`src/hw/rtl/dsaq_pkg.sv`:
```
// Shared types, constants and index helpers for the deadline-sorted alarm queue.
package dsaq_pkg;

   localparam int QUEUE_DEPTH = 16;
   localparam int MAX_RESULTS = 16;

   localparam int IDX_W  = (QUEUE_DEPTH > 1) ? $clog2(QUEUE_DEPTH) : 1;
   localparam int CNT_W  = $clog2(QUEUE_DEPTH + 1);
   localparam int FIRE_W = $clog2(MAX_RESULTS + 1);

   localparam int ENTRY_W = 64;

   localparam logic REQ_TICK = 1'b0;
   localparam logic REQ_ADD  = 1'b1;

   typedef enum logic [1:0] {
      KIND_ACCEPTED = 2'd0,
      KIND_REJECTED = 2'd1,
      KIND_FIRED    = 2'd2
   } kind_type;

   typedef enum logic [1:0] {
      ST_IDLE,
      ST_ADD_WALK,
      ST_ADD_HEAD,
      ST_TICK_CHECK
   } state_type;

   typedef struct packed {
      logic [31:0] deadline;
      logic [15:0] delay;
      logic [15:0] tag;
   } entry_type;

   typedef struct packed {
      logic [15:0] delay;
      logic [15:0] tag;
   } pend_type;

   typedef struct packed {
      logic             valid;
      kind_type         kind;
      logic [15:0]      delay;
      logic [15:0]      tag;
      logic             last;
   } rsp_type;

   typedef struct packed {
      logic             we;
      logic [IDX_W-1:0] waddr;
      entry_type        wdata;
      logic [IDX_W-1:0] raddr;
   } ram_req_type;

   // a is earlier than b when the wrapped difference is negative
   function automatic logic is_earlier(input logic [31:0] a, input logic [31:0] b);
      logic [31:0] diff;
      diff = a - b;
      return diff[31];
   endfunction

   // map a queue position onto a ring slot
   function automatic logic [IDX_W-1:0] phys_addr(input logic [IDX_W-1:0] head,
                                                   input logic [IDX_W-1:0] pos);
      logic [IDX_W:0] sum;
      sum = {1'b0, head} + {1'b0, pos};
      if (sum >= (IDX_W+1)'(QUEUE_DEPTH)) begin
         sum = sum - (IDX_W+1)'(QUEUE_DEPTH);
      end
      return sum[IDX_W-1:0];
   endfunction

   function automatic logic [IDX_W-1:0] next_index(input logic [IDX_W-1:0] idx);
      logic [IDX_W-1:0] res;
      if (idx == IDX_W'(QUEUE_DEPTH - 1)) begin
         res = '0;
      end else begin
         res = idx + IDX_W'(1);
      end
      return res;
   endfunction

endpackage

```
`src/hw/rtl/deadline_sorted_alarm_queue.sv`:
```
// Top level of the deadline-sorted alarm queue: sequencer, entry ring and response register.
//
// Usage:
//   Pulse start with req_type, req_delay_seconds and req_alarm_tag; the word is
//   taken at a rising edge where start is high and busy is low.
//   req_type = add: the alarm goes into the ring in deadline order (newest first
//   among equal deadlines). One response word follows: accepted, or rejected
//   when all entries are in use. An add into an empty or full queue answers
//   straight from idle; otherwise the tail-to-slot walk shifts each entry with
//   a later or equal deadline up one slot, then writes the alarm and answers.
//   The walk runs over the single-read, single-write ring.
//   req_type = tick: the seconds count advances and every due alarm pops from
//   the head, one per cycle (up to 16 words, the final one with rsp_last set).
//   A tick on a non-empty queue holds busy until the head check finds no
//   alarm due; an empty queue leaves busy low. With none due it produces no word.
//   Each response word stands on the rsp_ ports for one cycle, marked by
//   rsp_valid; the receiver must take it then, it cannot stall the block.
//   Reset (synchronous, active high) empties the queue and zeroes the count;
//   the entry RAM keeps no reset value and needs no clearing pass.
module deadline_sorted_alarm_queue (
   input  logic        clock,
   input  logic        reset,
   input  logic        start,
   output logic        busy,
   input  logic        req_type,
   input  logic [15:0] req_delay_seconds,
   input  logic [15:0] req_alarm_tag,
   output logic        rsp_valid,
   output logic [1:0]  rsp_result_kind,
   output logic [15:0] rsp_fired_delay,
   output logic [15:0] rsp_fired_tag,
   output logic        rsp_last
);

   dsaq_pkg::rsp_type     rsp;
   dsaq_pkg::ram_req_type ram;
   dsaq_pkg::entry_type   ram_rdata;
   logic [dsaq_pkg::ENTRY_W-1:0] rdata_raw;

   logic        rsp_valid_ff;
   logic [1:0]  rsp_kind_ff;
   logic [15:0] rsp_delay_ff;
   logic [15:0] rsp_tag_ff;
   logic        rsp_last_ff;

   dsaq_seq u_seq (
      .clock             (clock),
      .reset             (reset),
      .start             (start),
      .req_type          (req_type),
      .req_delay_seconds (req_delay_seconds),
      .req_alarm_tag     (req_alarm_tag),
      .busy              (busy),
      .rsp               (rsp),
      .ram               (ram),
      .ram_rdata         (ram_rdata)
   );

   // ring of stored alarms, one word per slot
   dsaq_entry_ram #(
      .WIDTH  (dsaq_pkg::ENTRY_W),
      .DEPTH  (dsaq_pkg::QUEUE_DEPTH),
      .ADDR_W (dsaq_pkg::IDX_W)
   ) u_ram (
      .clock (clock),
      .we    (ram.we),
      .waddr (ram.waddr),
      .wdata (ram.wdata),
      .raddr (ram.raddr),
      .rdata (rdata_raw)
   );

   assign ram_rdata = dsaq_pkg::entry_type'(rdata_raw);

   // register the response word; strobe clears on reset
   always_ff @(posedge clock) begin
      if (reset) begin
         rsp_valid_ff <= 1'b0;
      end else begin
         rsp_valid_ff <= rsp.valid;
      end
   end

   always_ff @(posedge clock) begin
      rsp_kind_ff  <= rsp.kind;
      rsp_delay_ff <= rsp.delay;
      rsp_tag_ff   <= rsp.tag;
      rsp_last_ff  <= rsp.last;
   end

   assign rsp_valid       = rsp_valid_ff;
   assign rsp_result_kind = rsp_kind_ff;
   assign rsp_fired_delay = rsp_delay_ff;
   assign rsp_fired_tag   = rsp_tag_ff;
   assign rsp_last        = rsp_last_ff;

endmodule

```
`src/hw/rtl/dsaq_entry_ram.sv`:
```
// Simple dual-port entry RAM with registered read data.
module dsaq_entry_ram #(
   parameter int WIDTH  = 64,
   parameter int DEPTH  = 16,
   parameter int ADDR_W = 4
) (
   input  logic              clock,
   input  logic              we,
   input  logic [ADDR_W-1:0] waddr,
   input  logic [WIDTH-1:0]  wdata,
   input  logic [ADDR_W-1:0] raddr,
   output logic [WIDTH-1:0]  rdata
);

   logic [WIDTH-1:0] mem [DEPTH];
   logic [WIDTH-1:0] rdata_ff;

   always_ff @(posedge clock) begin
      if (we) begin
         mem[waddr] <= wdata;
      end
   end

   always_ff @(posedge clock) begin
      rdata_ff <= mem[raddr];
   end

   assign rdata = rdata_ff;

endmodule

```
`src/hw/rtl/dsaq_seq.sv`:
```
// Sequencer: sorted insert walk and due-alarm pop over the entry ring.
module dsaq_seq (
   input  logic                 clock,
   input  logic                 reset,
   input  logic                 start,
   input  logic                 req_type,
   input  logic [15:0]          req_delay_seconds,
   input  logic [15:0]          req_alarm_tag,
   output logic                 busy,
   output dsaq_pkg::rsp_type    rsp,
   output dsaq_pkg::ram_req_type ram,
   input  dsaq_pkg::entry_type  ram_rdata
);

   dsaq_pkg::state_type state_ff, state_in;
   logic [dsaq_pkg::CNT_W-1:0]  count_ff, count_in;
   logic [31:0]                 now_ff, now_in;
   logic [dsaq_pkg::IDX_W-1:0]  head_ff, head_in;
   logic [dsaq_pkg::IDX_W-1:0]  pos_ff, pos_in;
   dsaq_pkg::entry_type         new_ff, new_in;
   logic [dsaq_pkg::FIRE_W-1:0] fired_ff, fired_in;
   dsaq_pkg::pend_type          pend_ff, pend_in;
   logic                        pend_valid_ff, pend_valid_in;

   logic [dsaq_pkg::CNT_W-1:0]  cnt_m1;
   logic                        due;

   assign cnt_m1 = count_ff - dsaq_pkg::CNT_W'(1);
   assign busy   = (state_ff != dsaq_pkg::ST_IDLE);

   always_ff @(posedge clock) begin
      if (reset) begin
         state_ff      <= dsaq_pkg::ST_IDLE;
         count_ff      <= '0;
         now_ff        <= '0;
         head_ff       <= '0;
         pend_valid_ff <= 1'b0;
      end else begin
         state_ff      <= state_in;
         count_ff      <= count_in;
         now_ff        <= now_in;
         head_ff       <= head_in;
         pend_valid_ff <= pend_valid_in;
      end
   end

   always_ff @(posedge clock) begin
      pos_ff   <= pos_in;
      new_ff   <= new_in;
      fired_ff <= fired_in;
      pend_ff  <= pend_in;
   end

   always_comb begin
      state_in      = state_ff;
      count_in      = count_ff;
      now_in        = now_ff;
      head_in       = head_ff;
      pos_in        = pos_ff;
      new_in        = new_ff;
      fired_in      = fired_ff;
      pend_in       = pend_ff;
      pend_valid_in = pend_valid_ff;
      due           = 1'b0;

      ram.we    = 1'b0;
      ram.waddr = head_ff;
      ram.wdata = new_ff;
      ram.raddr = head_ff;

      rsp.valid = 1'b0;
      rsp.kind  = dsaq_pkg::KIND_ACCEPTED;
      rsp.delay = pend_ff.delay;
      rsp.tag   = pend_ff.tag;
      rsp.last  = 1'b0;

      unique case (state_ff)
         dsaq_pkg::ST_IDLE: begin
            if (start) begin
               if (req_type == dsaq_pkg::REQ_ADD) begin
                  rsp.delay = req_delay_seconds;
                  rsp.tag   = req_alarm_tag;
                  if (count_ff == dsaq_pkg::CNT_W'(dsaq_pkg::QUEUE_DEPTH)) begin
                     rsp.valid = 1'b1;
                     rsp.kind  = dsaq_pkg::KIND_REJECTED;
                     rsp.last  = 1'b1;
                  end else begin
                     new_in.deadline = now_ff + {16'b0, req_delay_seconds};
                     new_in.delay    = req_delay_seconds;
                     new_in.tag      = req_alarm_tag;
                     if (count_ff == '0) begin
                        // empty ring: store at the head slot
                        ram.we    = 1'b1;
                        ram.waddr = head_ff;
                        ram.wdata = new_in;
                        count_in  = count_ff + dsaq_pkg::CNT_W'(1);
                        rsp.valid = 1'b1;
                        rsp.last  = 1'b1;
                     end else begin
                        // walk back from the tail
                        pos_in    = cnt_m1[dsaq_pkg::IDX_W-1:0];
                        ram.raddr = dsaq_pkg::phys_addr(head_ff, pos_in);
                        state_in  = dsaq_pkg::ST_ADD_WALK;
                     end
                  end
               end else begin
                  now_in = now_ff + 32'd1;
                  if (count_ff != '0) begin
                     fired_in      = '0;
                     pend_valid_in = 1'b0;
                     ram.raddr     = head_ff;
                     state_in      = dsaq_pkg::ST_TICK_CHECK;
                  end
               end
            end
         end

         dsaq_pkg::ST_ADD_WALK: begin
            ram.we    = 1'b1;
            ram.waddr = dsaq_pkg::phys_addr(head_ff, pos_ff + dsaq_pkg::IDX_W'(1));
            if (dsaq_pkg::is_earlier(ram_rdata.deadline, new_ff.deadline)) begin
               ram.wdata = new_ff;
               count_in  = count_ff + dsaq_pkg::CNT_W'(1);
               rsp.valid = 1'b1;
               rsp.delay = new_ff.delay;
               rsp.tag   = new_ff.tag;
               rsp.last  = 1'b1;
               state_in  = dsaq_pkg::ST_IDLE;
            end else begin
               // shift this entry up one slot
               ram.wdata = ram_rdata;
               if (pos_ff == '0) begin
                  state_in = dsaq_pkg::ST_ADD_HEAD;
               end else begin
                  pos_in    = pos_ff - dsaq_pkg::IDX_W'(1);
                  ram.raddr = dsaq_pkg::phys_addr(head_ff, pos_in);
               end
            end
         end

         dsaq_pkg::ST_ADD_HEAD: begin
            ram.we    = 1'b1;
            ram.waddr = head_ff;
            ram.wdata = new_ff;
            count_in  = count_ff + dsaq_pkg::CNT_W'(1);
            rsp.valid = 1'b1;
            rsp.delay = new_ff.delay;
            rsp.tag   = new_ff.tag;
            rsp.last  = 1'b1;
            state_in  = dsaq_pkg::ST_IDLE;
         end

         dsaq_pkg::ST_TICK_CHECK: begin
            due = (count_ff != '0) &&
                  (fired_ff < dsaq_pkg::FIRE_W'(dsaq_pkg::MAX_RESULTS)) &&
                  !dsaq_pkg::is_earlier(now_ff, ram_rdata.deadline);
            if (due) begin
               // the held word is not last: another alarm follows
               rsp.valid     = pend_valid_ff;
               rsp.kind      = dsaq_pkg::KIND_FIRED;
               pend_in.delay = ram_rdata.delay;
               pend_in.tag   = ram_rdata.tag;
               pend_valid_in = 1'b1;
               head_in       = dsaq_pkg::next_index(head_ff);
               count_in      = count_ff - dsaq_pkg::CNT_W'(1);
               fired_in      = fired_ff + dsaq_pkg::FIRE_W'(1);
               ram.raddr     = head_in;
            end else begin
               rsp.valid     = pend_valid_ff;
               rsp.kind      = dsaq_pkg::KIND_FIRED;
               rsp.last      = 1'b1;
               pend_valid_in = 1'b0;
               state_in      = dsaq_pkg::ST_IDLE;
            end
         end
      endcase
   end

endmodule
```
`config.mk`:
```
export PLATFORM = sky130hd
export DESIGN_NAME = deadline_sorted_alarm_queue
export DESIGN_NICKNAME = d
export VERILOG_FILES = /design/src/hw/rtl/dsaq_pkg.sv /design/src/hw/rtl/deadline_sorted_alarm_queue.sv /design/src/hw/rtl/dsaq_entry_ram.sv /design/src/hw/rtl/dsaq_seq.sv
export SDC_FILE = /design/constraint.sdc
export NUM_CORES = 2
export LEC_CHECK = 0
export BUFFER_PORTS_ARGS = -buffer_cell sky130_fd_sc_hd__buf_2
export CORE_MARGIN = 8
export CORE_UTILIZATION = 34
export DETAILED_ROUTE_END_ITERATION = 10
export HOLD_SLACK_MARGIN = 0.03
export SLEW_MARGIN = 40
export SYNTH_ARGS = -nofsm -noshare
export SYNTH_HDL_FRONTEND = slang
export SYNTH_SLANG_ARGS = --single-unit
```
`constraint.sdc`:
```
create_clock -name clock -period 13.65 [get_ports clock]
set_clock_uncertainty 0.15 [all_clocks]
set_input_delay 1.365 -clock clock [delete_from_list [all_inputs] [get_ports clock]]
set_output_delay 1.365 -clock clock [all_outputs]
set_load 0.01 [all_outputs]
```
==> results.md <==
### Outcome
* **status** finished, final reports clean

### Routing
* **remaining routing DRC violations** 0
* **count of vias placed by the detailed router** 34862
* **final routed wirelength across all metal layers** 149900 um
* **Routed WL per cell** 23.19 um
* **1st-iter DRT viols** 4098
* **DR pass1 iterations** 8
* **number of vias per cell after detailed routing** 5.392
* **ANT nets after route** 0

### Setup path
* **critical register-to-register path startpoint** u_seq.new_ff[34]
* **WS Path Type** flip-flop to flip-flop
* **reg2reg end** u_ram.rdata[39]
* **Critical Path Sink** u_ram.rdata[39]
* **reg2reg setup slack** 7.37 ns
* **CP Data Required Time** 14.09 ns
* **data arrival time of the critical path** 6.71 ns
* **kind of start point of the critical path** flip-flop
* **CP endpoint kind** flip-flop
* **CP startpoint** u_seq.new_ff[34]
* **Reg2Reg Depth** 17
* **critical path fanouts, max** 96

### Yosys
* **register area share after synthesis** 69.80%
* **main combinational cell family by area after synthesis** simple AND/OR/NAND/NOR gates
* **mean area per synthesized cell** 12.51 um2
* **cell with the most instances after synthesis** sky130_fd_sc_hd__edfxtp_1
* **Simple-Gate Fraction of Synth Area** 13.86%
* **cell taking the most area after synthesis** sky130_fd_sc_hd__edfxtp_1
* **number of enable flip-flop cells after synthesis** 1129
* **post-synthesis mux area share** 2.723%
* **area fraction of the dominant cell type after synthesis** 64.33%
* **adder-cell share of the synthesized area** 2.407%
* **Mapped Cells** 4212
* **count of unique library cells instantiated by Yosys** 71
* **flip-flop and latch count after synthesis** 1273
* **commonest cells in the netlist** 1129 x sky130_fd_sc_hd__edfxtp_1, 987 x sky130_fd_sc_hd__nand2_1, 361 x sky130_fd_sc_hd__nand3_1
* **Synth area leaders** sky130_fd_sc_hd__edfxtp_1 64%, sky130_fd_sc_hd__nand2_1 7.0%, sky130_fd_sc_hd__dfxtp_1 5.5%, sky130_fd_sc_hd__nand3_1 3.4%, sky130_fd_sc_hd__ha_1 2.3%
* **most frequently used flop master after synthesis** sky130_fd_sc_hd__edfxtp_1
* **asr flop ratio synth** 0%
* **post-synthesis xor/xnor area fraction** 1.263%
* **compound-cell area share of the yosys netlist** 7.416%
* **net count after synthesis** 4347
* **Cell Area, Synth** 52700 um2
* **Yosys Warn Count** 0

### Floorplan
* **area of the core region** 154000 um2
* **number of top-level pins** 73
* **standard-cell row count** 144
* **initial standard-cell utilization of the core** 34.21%
* **die area** 167900 um2
* **horizontal extent of the die** 409.7 um
* **height of the chip** 409.7 um

### Global routing
* **final global-route overflow total** 0
* **global-route wire length before repair** 221800 um
* **global routing usage summed across all routing layers** 17.31%
* **initial antenna violation count** 20
* **via count of the first global-routing pass** 33670
* **maximum number of pins on one net before global-route repair** 169

### Clocking
* **Root Buffer** sky130_fd_sc_hd__clkbuf_16
* **Clock Latency Late Sink** 0.76 ns
* **CTS H-tree depth** 4
* **CTS clock-pin slew for the worst setup and hold paths** 0.06 ns
* **clock buffers created by TritonCTS** 134
* **buffer levels on the longest clock path** 3
* **clock tree from TritonCTS** yes
* **number of hold buffers added after cts** 0
* **post-CTS setup buffer count** 0
* **clock net sink count** 1273
* **PostCTS Resize Cnt** 0

### Timing
* **final period demand of the worst path** 6.277 ns
* **Hold Slack** 0.2724 ns
* **number of endpoints failing setup at the final stage** 0
* **Tightest Pin Transition** 0.8746 ns
* **accumulated negative setup slack** 0 ns
* **setup repair after global routing missed its margin** false
* **Slew Limit Headroom** 41.69%
* **Fmax** 0.1593 GHz
* **part of the cycle the worst path needs** 45.99%
* **number of max-slew violations in the final report** 0
* **Hold Vio Cnt, Final** 0

### Pwr
* **total leakage power** 21.19 nW
* **VDD IR max** 0.0002594 V
* **power density over the cells** 218.6 nW/um2

### Layout
* **post-route cell area** 60450 um2
* **final core utilization** 39.24%
* **share of final-layout standard cells stronger than drive strength 1** 10.90%
* **relative area change from synthesis to final layout** 14.70%
* **net count reported at finish** 4438

### Hold path
* **Hold Path Class** flip-flop to flip-flop

### Place
* **dpl cell area** 56000 um2
* **number of buffers added on ports** 72
* **DP HPWL** 83900 um
* **global placement routability congestion** 0.8341

### Flow run
* **Maximum Capacitance Violations** 0

==> report_power, final <==
| part | switching, mW | total (mW) | internal [mW] | leakage [nW] |
|---|---|---|---|---|
| Sequential | 0.203 | 5.48 | 5.28 | 11.5 |
| Combinational | 2.96 | 4.14 | 1.18 | 7.61 |
| Clock | 1.54 | 3.60 | 2.06 | 2.12 |
==> cell families (layout without fill, tap and decap cells) <==
| logic type | count (synthesis) | count (layout) |
|---|---|---|
| other cells | 0 | 8 |
| buf+inv | 331 | 532 |
| compound gates | 592 | 592 |
| xor+xnor | 76 | 76 |
| mux | 140 | 140 |
| flops | 1273 | 1273 |
| fa+ha+maj | 99 | 99 |
| simple gates | 1701 | 1701 |
==> per-stage QoR <==
stage	power (mW)	setup slack, ns	instances
after floorplan	8.050	6.412	4212
after global placement	9.562	6.885	6199
after detailed placement	9.647	7.412	6207
after CTS	13.26	7.399	6453
after global routing	13.82	7.019	6459
final	13.22	7.373	6465
==> layout by cell type, fill, tap and decap left out, types with 27 or more instances in the layout <==
cell type / instances
sky130_fd_sc_hd__nand4_1: 61
sky130_fd_sc_hd__clkbuf_1: 33
sky130_fd_sc_hd__xnor2_1: 38
sky130_fd_sc_hd__a32oi_1: 30
sky130_fd_sc_hd__ha_1: 93
sky130_fd_sc_hd__xor2_1: 38
sky130_fd_sc_hd__nand2_1: 982
sky130_fd_sc_hd__nand3_1: 359
sky130_fd_sc_hd__inv_1: 94
sky130_fd_sc_hd__nor3_1: 51
sky130_fd_sc_hd__mux2i_1: 113
sky130_fd_sc_hd__edfxtp_1: 1129
sky130_fd_sc_hd__a21oi_1: 230
sky130_fd_sc_hd__clkbuf_16: 137
sky130_fd_sc_hd__o21ai_0: 95
sky130_fd_sc_hd__a221o_1: 41
sky130_fd_sc_hd__a22oi_1: 30
sky130_fd_sc_hd__mux2_2: 27
sky130_fd_sc_hd__dfxtp_1: 144
sky130_fd_sc_hd__buf_2: 71
sky130_fd_sc_hd__a222oi_1: 27
sky130_fd_sc_hd__buf_4: 99
sky130_fd_sc_hd__nor2_1: 143
==> sequential cells by signal, summed over array words and instances, names as in the netlist <==
name,cells
rsp_result_kind,2
rsp_fired_delay,16
u_seq.count_ff,5
rsp_last,1
u_seq.pos_ff,4
u_seq.fired_ff,5
u_seq.state_ff,2
rsp_valid,1
u_seq.pend_ff,32
u_seq.now_ff,32
u_seq.new_ff,64
u_ram.mem,1024
u_seq.pend_valid_ff,1
u_seq.head_ff,4
u_ram.rdata,64
rsp_fired_tag,16
==> per-layer routing <==
layer | global-route usage [%] | part of all wire, %
met5 | 0 | 0.017
met4 | 5.484 | 2.5
met3 | 3.243 | 9.3
met2 | 26.59 | 45
met1 | 24.80 | 43
==> how the worst min path moves through the flow <==
stage,cells after the start,endpoint,start,slack [ns]
3_5_place_dp,0,u_seq.pend_ff[26],u_ram.rdata[26],0.27
3_3_place_gp,0,u_seq.pend_ff[26],u_ram.rdata[26],0.27
6_report,0,u_seq.pend_ff[15],u_ram.rdata[15],0.27
5_1_grt,0,u_seq.pend_ff[15],u_ram.rdata[15],0.29
2_1_floorplan,0,u_seq.pend_ff[10],u_ram.rdata[10],0.26
4_1_cts,0,u_seq.pend_ff[15],u_ram.rdata[15],0.27
==> critical path, cell delays in order, from the launching register on <==
cell and delay, ns:
sky130_fd_sc_hd__edfxtp_1 0.37, sky130_fd_sc_hd__inv_1 0.06, sky130_fd_sc_hd__ha_1 0.29, sky130_fd_sc_hd__nand2_1 0.05, sky130_fd_sc_hd__o21ai_0 0.21, sky130_fd_sc_hd__a31oi_1 0.18
sky130_fd_sc_hd__o41ai_2 0.73, sky130_fd_sc_hd__a2111oi_2 0.20, sky130_fd_sc_hd__nor3_2 0.53, sky130_fd_sc_hd__nand2_1 0.21, sky130_fd_sc_hd__nand3_4 0.46, sky130_fd_sc_hd__buf_4 0.76
sky130_fd_sc_hd__buf_12 0.45, sky130_fd_sc_hd__buf_16 0.32, sky130_fd_sc_hd__nand2_1 0.10, sky130_fd_sc_hd__nand3_1 0.09, sky130_fd_sc_hd__nand4_1 0.14, sky130_fd_sc_hd__nor3_1 0.57
==> layout make-up <==
class	count	area, um2
clock buffer	182	3717
antenna	8	20.02
clock inverter	64	623.1
tap	2044	2557
sequential	1273	36790
fill	14376	93600
timing repair buffer	191	1456
inverter	95	356.6
multi-input combinational	2608	14930
Note: power is estimated with default switching activity, not from simulation.
